## config.mk

```make
export PLATFORM = sky130hd
export DESIGN_NAME = mtg_lcg
export DESIGN_NICKNAME = d
export VERILOG_FILES = /design/src/rtl/mtg_pkg.sv /design/src/rtl/mtg_lcg.sv
export SDC_FILE = /design/constraint.sdc
export NUM_CORES = 1
export LEC_CHECK = 0
export ABC_CLOCK_PERIOD_IN_PS = 5820
export BUFFER_PORTS_ARGS = -buffer_cell sky130_fd_sc_hd__clkbuf_2
export CAP_MARGIN = 20
export CELL_PAD_IN_SITES_DETAIL_PLACEMENT = 1
export CELL_PAD_IN_SITES_GLOBAL_PLACEMENT = 1
export CORE_ASPECT_RATIO = 1.5
export CORE_MARGIN = 10
export CORE_UTILIZATION = 46
export DETAILED_ROUTE_END_ITERATION = 8
export GPL_TIMING_DRIVEN = 0
export PLACE_DENSITY_LB_ADDON = 0.1
export SYNTH_ARGS = -nofsm -noshare
export SYNTH_HDL_FRONTEND = slang
export SYNTH_SLANG_ARGS = --single-unit
```

## constraint.sdc

```tcl
create_clock -name clk -period 5.82 [get_ports clk]
set_input_delay 0 -clock clk [delete_from_list [all_inputs] [get_ports clk]]
set_output_delay 0 -clock clk [all_outputs]
set_load 0.03 [all_outputs]
```

## src/rtl/mtg_pkg.sv

```systemverilog
// Shared types, constants and word functions of the MT19937 generator.
package mtg_pkg;

  localparam int unsigned STATE_WORDS = 624;
  localparam int unsigned ADDR_W      = 10;
  localparam int unsigned WORD_W      = 32;
  localparam int unsigned OFFSET      = 397;

  typedef logic [ADDR_W-1:0] addr_t;
  typedef logic [WORD_W-1:0] word_t;

  localparam addr_t LAST_IDX     = addr_t'(STATE_WORDS - 1);
  localparam addr_t TWIST_OFFSET = addr_t'(OFFSET);
  localparam addr_t FAR_WRAP     = addr_t'(STATE_WORDS - OFFSET);

  localparam word_t TWIST_MATRIX = 32'h9908_B0DF;
  localparam word_t TEMPER_B     = 32'h9D2C_5680;
  localparam word_t TEMPER_C     = 32'hEFC6_0000;
  localparam word_t LCG_MULT     = 32'd69069;
  localparam word_t DEFAULT_SEED = 32'h0000_1105;

  // LCG sequencing controls, top level to seeding unit
  typedef struct packed {
    logic load;     // take a fresh seed into x
    logic step_a;   // x1 <= x * A + 1
    logic step_b;   // x  <= x1 * A + 1
  } lcg_ctl_t;

  // One twist step: upper bit of cur, lower bits of nxt, folded with far word
  function automatic word_t mix_word(input word_t cur, input word_t nxt, input word_t far);
    word_t y;
    word_t r;
    y = {cur[WORD_W-1], nxt[WORD_W-2:0]};
    r = (y >> 1) ^ far;
    if (y[0]) begin
      r = r ^ TWIST_MATRIX;
    end
    return r;
  endfunction

  function automatic word_t temper(input word_t w);
    word_t v;
    v = w;
    v = v ^ (v >> 11);
    v = v ^ ((v << 7) & TEMPER_B);
    v = v ^ ((v << 15) & TEMPER_C);
    v = v ^ (v >> 18);
    return v;
  endfunction

endpackage

```

## src/rtl/mtg_lcg.sv

```systemverilog
// Seeding unit: 69069*x+1 congruential steps, one shared multiplier.
module mtg_lcg import mtg_pkg::*; (
  input  logic     clk,
  input  lcg_ctl_t ctl,
  input  word_t    seed_value,
  output word_t    seed_word
);

  word_t x;
  word_t x1;
  word_t mul_in;
  word_t step;

  // second step of a pair works from x1
  assign mul_in = ctl.step_b ? x1 : x;
  assign step   = mul_in * LCG_MULT + 32'd1;

  always_ff @(posedge clk) begin
    if (ctl.load) begin
      x <= seed_value;
    end else if (ctl.step_a) begin
      x1 <= step;
    end else if (ctl.step_b) begin
      x <= step;
    end
  end

  // high halves of two successive values
  assign seed_word = {x[WORD_W-1:WORD_W/2], x1[WORD_W-1:WORD_W/2]};

endmodule

```

; Yosys cells after proc, flatten, opt, wreduce, memory -nomap -nowiden
; Index checks and enable logic that the tools add are counted.
; W data, S select, Z words.
[totals]
latchBits = 0
romBits = 0
regBits = 64
ramBits = 0
memories = 0
wordCells = 13
[op_classes]
n_addsub = 1
n_eq_ne = 1
n_mux = 4
div = 0
order_cmp = 0
shift = 0
mul = 1
reduce_logical = 3
n_bitwise = 1
[ops]
columns = cell, count
row1 = $mux W32, 4
row2 = $add A32 B1 Y32 const B, 1
row3 = $mul A32 B17 Y32 const B, 1
row4 = $reduce_and A2 Y1, 2
row5 = $ne A2 B1 Y1 const B, 1
row6 = $reduce_bool A2 Y1, 1
row7 = $not A1 Y1, 1

; Logic depth before layout (Yosys ltp)
[depth]
depth_word = 6
ltp_mapped = 25
depth_no_buf = 22

; Worst setup path before layout
; No wires, ideal clock.
[synth_timing]
path_kind = input port to flip-flop
from = in ctl[0] (netlist name)
to = reg x[30], data pin
setup_time_ns = 0.262
required_time_ns = 5.558
stages = 23
path_slack_ns = -0.557
arrival_time_ns = 6.115
path_cell_list = clkbuf_1 buf_2 buf_1 mux2_2 ha_1 fa_1 inv_1 fa_1 fa_1 inv_1 fa_1 inv_1 fa_1 inv_1 ha_1 and2_1 nand3_1 nor4_1 o21ai_2 a21oi_1 a311oi_2 xnor2_1 mux2_1
[synth_between]
elab_chain_cells = 6
[synth_rtl]
columns = element, line_no
row1 = from (decl), mtg_lcg.sv:4  ; input lcg_ctl_t ctl,
row2 = $mux W32, mtg_lcg.sv:15  ; assign mul_in = ctl.step_b ? x1 : x;
row3 = $mul A32 B17 Y32, mtg_lcg.sv:16  ; assign step = mul_in * LCG_MULT + 32'd1;
row4 = $add A32 B1 Y32, mtg_lcg.sv:16
row5 = named net step[30], mtg_lcg.sv:12  ; word_t step;
row6 = $mux W32, mtg_lcg.sv:23  ; end else if (ctl.step_b) begin
row7 = $mux W32, mtg_lcg.sv:21  ; end else if (ctl.step_a) begin
row8 = $mux W32, mtg_lcg.sv:19  ; if (ctl.load) begin
row9 = to (signal assigned), mtg_lcg.sv:20  ; x <= seed_value;
row10 = to (signal assigned), mtg_lcg.sv:24  ; x <= step;
row11 = to (decl), mtg_lcg.sv:9  ; word_t x;
; The timed path passes the listed nets, and every way through them passes these cells. The select of a mux whose other input is x is not followed.
; A chain may end at the register's enable or synchronous reset.

; Worst setup path after layout
[layout_timing]
from = reg x[14]
to = reg x[31], data pin
[layout_between]
elab_chain_cells = 6
[layout_rtl]
columns = element, line_no
row1 = $mux W32, mtg_lcg.sv:15
row2 = $mul A32 B17 Y32, mtg_lcg.sv:16
row3 = $add A32 B1 Y32, mtg_lcg.sv:16
row4 = named net step[31], mtg_lcg.sv:12
row5 = $mux W32, mtg_lcg.sv:23
row6 = $mux W32, mtg_lcg.sv:21
row7 = $mux W32, mtg_lcg.sv:19
; The timed path passes the listed nets, and every way through them passes these cells. The select of a mux whose other input is x is not followed.

==> run_results.csv <==
group,metric,value,unit
critical_path,cp_data_arrival_time,6.06,ns
status,violations,"negative setup slack",
synthesis,synth_adder_area_share,49.7,%
critical_path,startpoint_type,"register",
synthesis,ys_async_sr_fraction,0,%
cells_and_area,area_of_combinational_cells_with_multiple_inputs,0.00772,sq mm
clock_network,cts.sink_count,64,
timing,max-slew-margin-rel,39.9,%
grt,grt_first_pass_wirelength,47400,microns
detailed_routing,antenna_violation_net_count_after_detailed_routing,0,
cells_and_area,postLayoutCellArea,0.0129,sq mm
timing,max_freq,167,MHz
cells_and_area,post_route_cells_drive_above_1_share,34.7,%
synthesis,syn_inst,906,
clock_network,path_clk_slew,0.06,ns
detailed_routing,detailroute.via_count,7197,
timing,drv_slew,0,
synthesis,synth_compound_gate_area_share,5.58,%
critical_path,endpoint_kind,"register",
critical_path,timing.rr.end,"x[31]",
cells_and_area,area_growth_syn_to_fin,27.4,%
synthesis,synth_top_family_by_area,"adder cells",
timing,worst_slack,-0.164,ns
synthesis,synth_area,0.0101,sq mm
placement,port-buffer-count,65,
detailed_routing,met2_length,19200,microns
placement,placed_cells,1244,
cells_and_area,fill_cells,2267,
cells_and_area,post_layout_nonfiller_instances,1363,
synthesis,ys_types,50,
critical_path,timing.reg2reg.worst_path_depth,20,
hold_path,min-delay-path-class,"input port to register",
detailed_routing,met1_wire_length,11200,microns
placement,dpl_wire_length,23900,microns
clock_network,insertion_delay,0.34,ns
clock_network,tritoncts,"done",
placement,finalWeightedCongestion,0.851,
floorplanning,io-pin-count,68,
critical_path,rr_startpoint,"x[14]",
floorplanning,cell_rows,66,
cells_and_area,design.final.nets,1436,
detailed_routing,highest_layer,"met4",
run,max_cap_viol_count,0,
synthesis,synth.yosys.seq_area_share,19.1,%
synthesis,seq_cells_post_synth,64,
timing,timing.clock.skew,0.0101,ns
critical_path,critical_path.endpoint,"x[31]",
synthesis,syn_avg_cell_area,11.1,sq um
detailed_routing,first_iter_violations,344,
grt,grt_start_max_net_pins,33,
critical_path,path_max_fanout,4,
critical_path,path_class,"register to register",
floorplanning,floorplan.die.height,201,microns
floorplanning,initial_util,46.6,%
synthesis,mappedNetlistNets,1256,
timing,timing.final.crit_share,103,%
cells_and_area,num_antenna_cells,0,
floorplanning,floorplan.die_area,0.0284,sq mm
synthesis,synth-warning-count,0,
cells_and_area,finish.utilization,59.4,%
clock_network,root_buffer,"sky130_fd_sc_hd__clkbuf_16",
detailed_routing,wl_met3,803,microns
timing,worstMarginPinSlew,0.902,ns
clock_network,clockBufferDepth,2,
synthesis,synth_enable_flop_cells,64,
timing,finalSetupViolations,10,
critical_path,flop_to_flop_setup_slack,-0.16,ns
detailed_routing,drt-pass1-iter-count,4,
grt,grt.total_usage,22.1,%
floorplanning,core_area,0.0216,sq mm
synthesis,synth_xor_area_share,4.16,%
critical_path,worstSetupStartpoint,"x[14]",
timing,period_needed,5.98,ns
grt,grt_pass1_vias,8273,
timing,setup_total_negative_slack,-0.998,ns
timing,finalHoldViolations,0,
synthesis,synth_flop_cell,"sky130_fd_sc_hd__edfxtp_1",
timing,grt_setup_unrepaired,"true",
detailed_routing,detail_route.vias_per_cell,5.28,
clock_network,cts_htree_levels,3,
placement,dpl_cell_area,0.0109,sq mm
grt,antenna_found_initial,0,
status,result_of_the_run,"complete, but fails checks",
grt,globalRouteOverflowTotal,0,
clock_network,numCtsBuffers,9,
synthesis,synthMuxAreaShare,6.91,%
critical_path,cp_data_required_time,5.90,ns
detailed_routing,detail_route.wl_per_cell,24.2,microns
floorplanning,die_outline_width,141,microns
cells_and_area,register_area,0.00192,sq mm
detailed_routing,drt_wl_total,33000,microns
synthesis,synth_simple_gate_area_share,2.03,%
detailed_routing,drcViolationCount,0,
==> synth_stat cells, types with 4 or more instances <==
library cell,count,area share (%)
sky130_fd_sc_hd__fa_1,145,29
sky130_fd_sc_hd__edfxtp_1,64,19
sky130_fd_sc_hd__inv_1,264,9.8
sky130_fd_sc_hd__a21o_1,13,0.97
sky130_fd_sc_hd__o21ai_1,4,0.20
sky130_fd_sc_hd__nand2_1,8,0.30
sky130_fd_sc_hd__mux2_2,53,5.9
sky130_fd_sc_hd__o21ai_0,7,0.35
sky130_fd_sc_hd__xor2_1,11,0.96
sky130_fd_sc_hd__mux2_1,8,0.89
sky130_fd_sc_hd__buf_4,32,2.4
sky130_fd_sc_hd__o21a_1,4,0.30
sky130_fd_sc_hd__o21bai_1,5,0.37
sky130_fd_sc_hd__a21oi_1,22,1.1
sky130_fd_sc_hd__nor2_1,11,0.41
sky130_fd_sc_hd__ha_1,169,21
sky130_fd_sc_hd__xnor2_1,29,2.5
sky130_fd_sc_hd__and3_1,8,0.50
sky130_fd_sc_hd__a211o_1,4,0.35
sky130_fd_sc_hd__clkbuf_1,5,0.19
==> per-layer routing <==
metal  global-route usage, %  vias up
li1                        -     3226
met1                    21.8     3733
met2                    43.9      160
met3                    2.43       78
met4                    9.80        0
met5                       0        -
==> critical path: stages, from the launching register on <==
cell,delay [ns]
sky130_fd_sc_hd__edfxtp_1,0.39
sky130_fd_sc_hd__mux2_4,0.36
sky130_fd_sc_hd__buf_4,0.16
sky130_fd_sc_hd__buf_6,0.11
sky130_fd_sc_hd__buf_4,0.15
sky130_fd_sc_hd__ha_1,0.28
sky130_fd_sc_hd__ha_1,0.30
sky130_fd_sc_hd__fa_1,0.56
sky130_fd_sc_hd__fa_1,0.44
sky130_fd_sc_hd__fa_1,0.58
sky130_fd_sc_hd__inv_1,0.08
sky130_fd_sc_hd__fa_1,0.52
sky130_fd_sc_hd__inv_1,0.08
sky130_fd_sc_hd__ha_4,0.30
sky130_fd_sc_hd__o21ai_0,0.12
sky130_fd_sc_hd__o21bai_1,0.30
sky130_fd_sc_hd__a22o_1,0.27
sky130_fd_sc_hd__a21oi_4,0.06
sky130_fd_sc_hd__a31o_4,0.23
sky130_fd_sc_hd__xnor2_2,0.14
sky130_fd_sc_hd__mux2_4,0.28
==> cells by family after synthesis <==
logic type                 count (synthesis)
xor gates and xnor gates                  43
adders and majority gates                314
AOI/OAI and AO/OA                         79
muxes                                     62
DFF                                       64
and+or+nand+nor                           40
buffers and inverters                    304
==> flip-flops by register name, summed over array words and instances (netlist names) <==
name	count
x1	32
x	32
==> worst min-delay path by stage <==
stage,start,end,slack (ns),depth (start not counted)
final,seed_value[9],x[9],0.001,2
after global routing,seed_value[9],x[9],0.007,2
after CTS,seed_value[14],x[14],0.0006,2
after detailed placement,seed_value[23],x[23],0.30,2
after global placement,seed_value[30],x[30],0.30,2
after floorplan,seed_value[24],x[24],0.19,2
==> what timing repair did <==
item	in CTS	in global routing
endpoints found under the setup margin	31	22
gates resized for setup	110	57
pin swaps	62	57
hold endpoints to repair	27	1
buffers inserted	62	15
hold buffers	27	1
==> layout by cell type, fill, tap and decap left out, types with 3 or more instances in the layout <==
master,n
sky130_fd_sc_hd__inv_1,234
sky130_fd_sc_hd__ha_1,134
sky130_fd_sc_hd__fa_1,124
sky130_fd_sc_hd__buf_4,100
sky130_fd_sc_hd__clkbuf_2,65
sky130_fd_sc_hd__edfxtp_1,64
sky130_fd_sc_hd__ha_4,32
sky130_fd_sc_hd__mux2_2,29
sky130_fd_sc_hd__inv_2,28
sky130_fd_sc_hd__mux2_4,28
sky130_fd_sc_hd__dlygate4sd3_1,28
sky130_fd_sc_hd__xnor2_1,23
sky130_fd_sc_hd__fa_2,21
sky130_fd_sc_hd__a21oi_1,14
sky130_fd_sc_hd__a21o_1,12
sky130_fd_sc_hd__xor2_1,10
sky130_fd_sc_hd__nor2_1,9
sky130_fd_sc_hd__clkbuf_16,9
sky130_fd_sc_hd__buf_6,7
sky130_fd_sc_hd__nand2_1,7
sky130_fd_sc_hd__xnor2_2,6
sky130_fd_sc_hd__and3_1,5
sky130_fd_sc_hd__o21ai_0,5
sky130_fd_sc_hd__o21bai_1,5
sky130_fd_sc_hd__a21oi_4,5
sky130_fd_sc_hd__a21oi_2,4
sky130_fd_sc_hd__o21ai_2,4
sky130_fd_sc_hd__a211o_1,4
sky130_fd_sc_hd__o21a_1,4
sky130_fd_sc_hd__clkbuf_1,4
sky130_fd_sc_hd__mux2_1,4
sky130_fd_sc_hd__and3_4,3
sky130_fd_sc_hd__o21ai_1,3
sky130_fd_sc_hd__ha_2,3
sky130_fd_sc_hd__bufinv_16,3
==> per-stage QoR <==
stage | hold WS [ns] | setup slack, ns
2_1_floorplan | 0.190 | 0.0140
3_3_place_gp | 0.296 | -0.772
3_5_place_dp | 0.295 | -0.916
4_1_cts | 0.000646 | -0.0229
5_1_grt | 0.00688 | -0.268
6_report | 0.00104 | -0.164
==> final cells by class <==
class | instances | share of cell area [%]
clock buffers | 9 | 1.75
repair buffers | 169 | 9.52
inverters | 264 | 7.75
flip-flops and latches | 64 | 15.0
plain buffers | 40 | 2.37
well taps | 272 | 2.65
multi-input cells | 538 | 60.1
clock inverters | 7 | 0.925
Power is left out: the tool's default activity adds up to more than one toggle a clock period on the data nets, which glitch-free logic cannot reach.
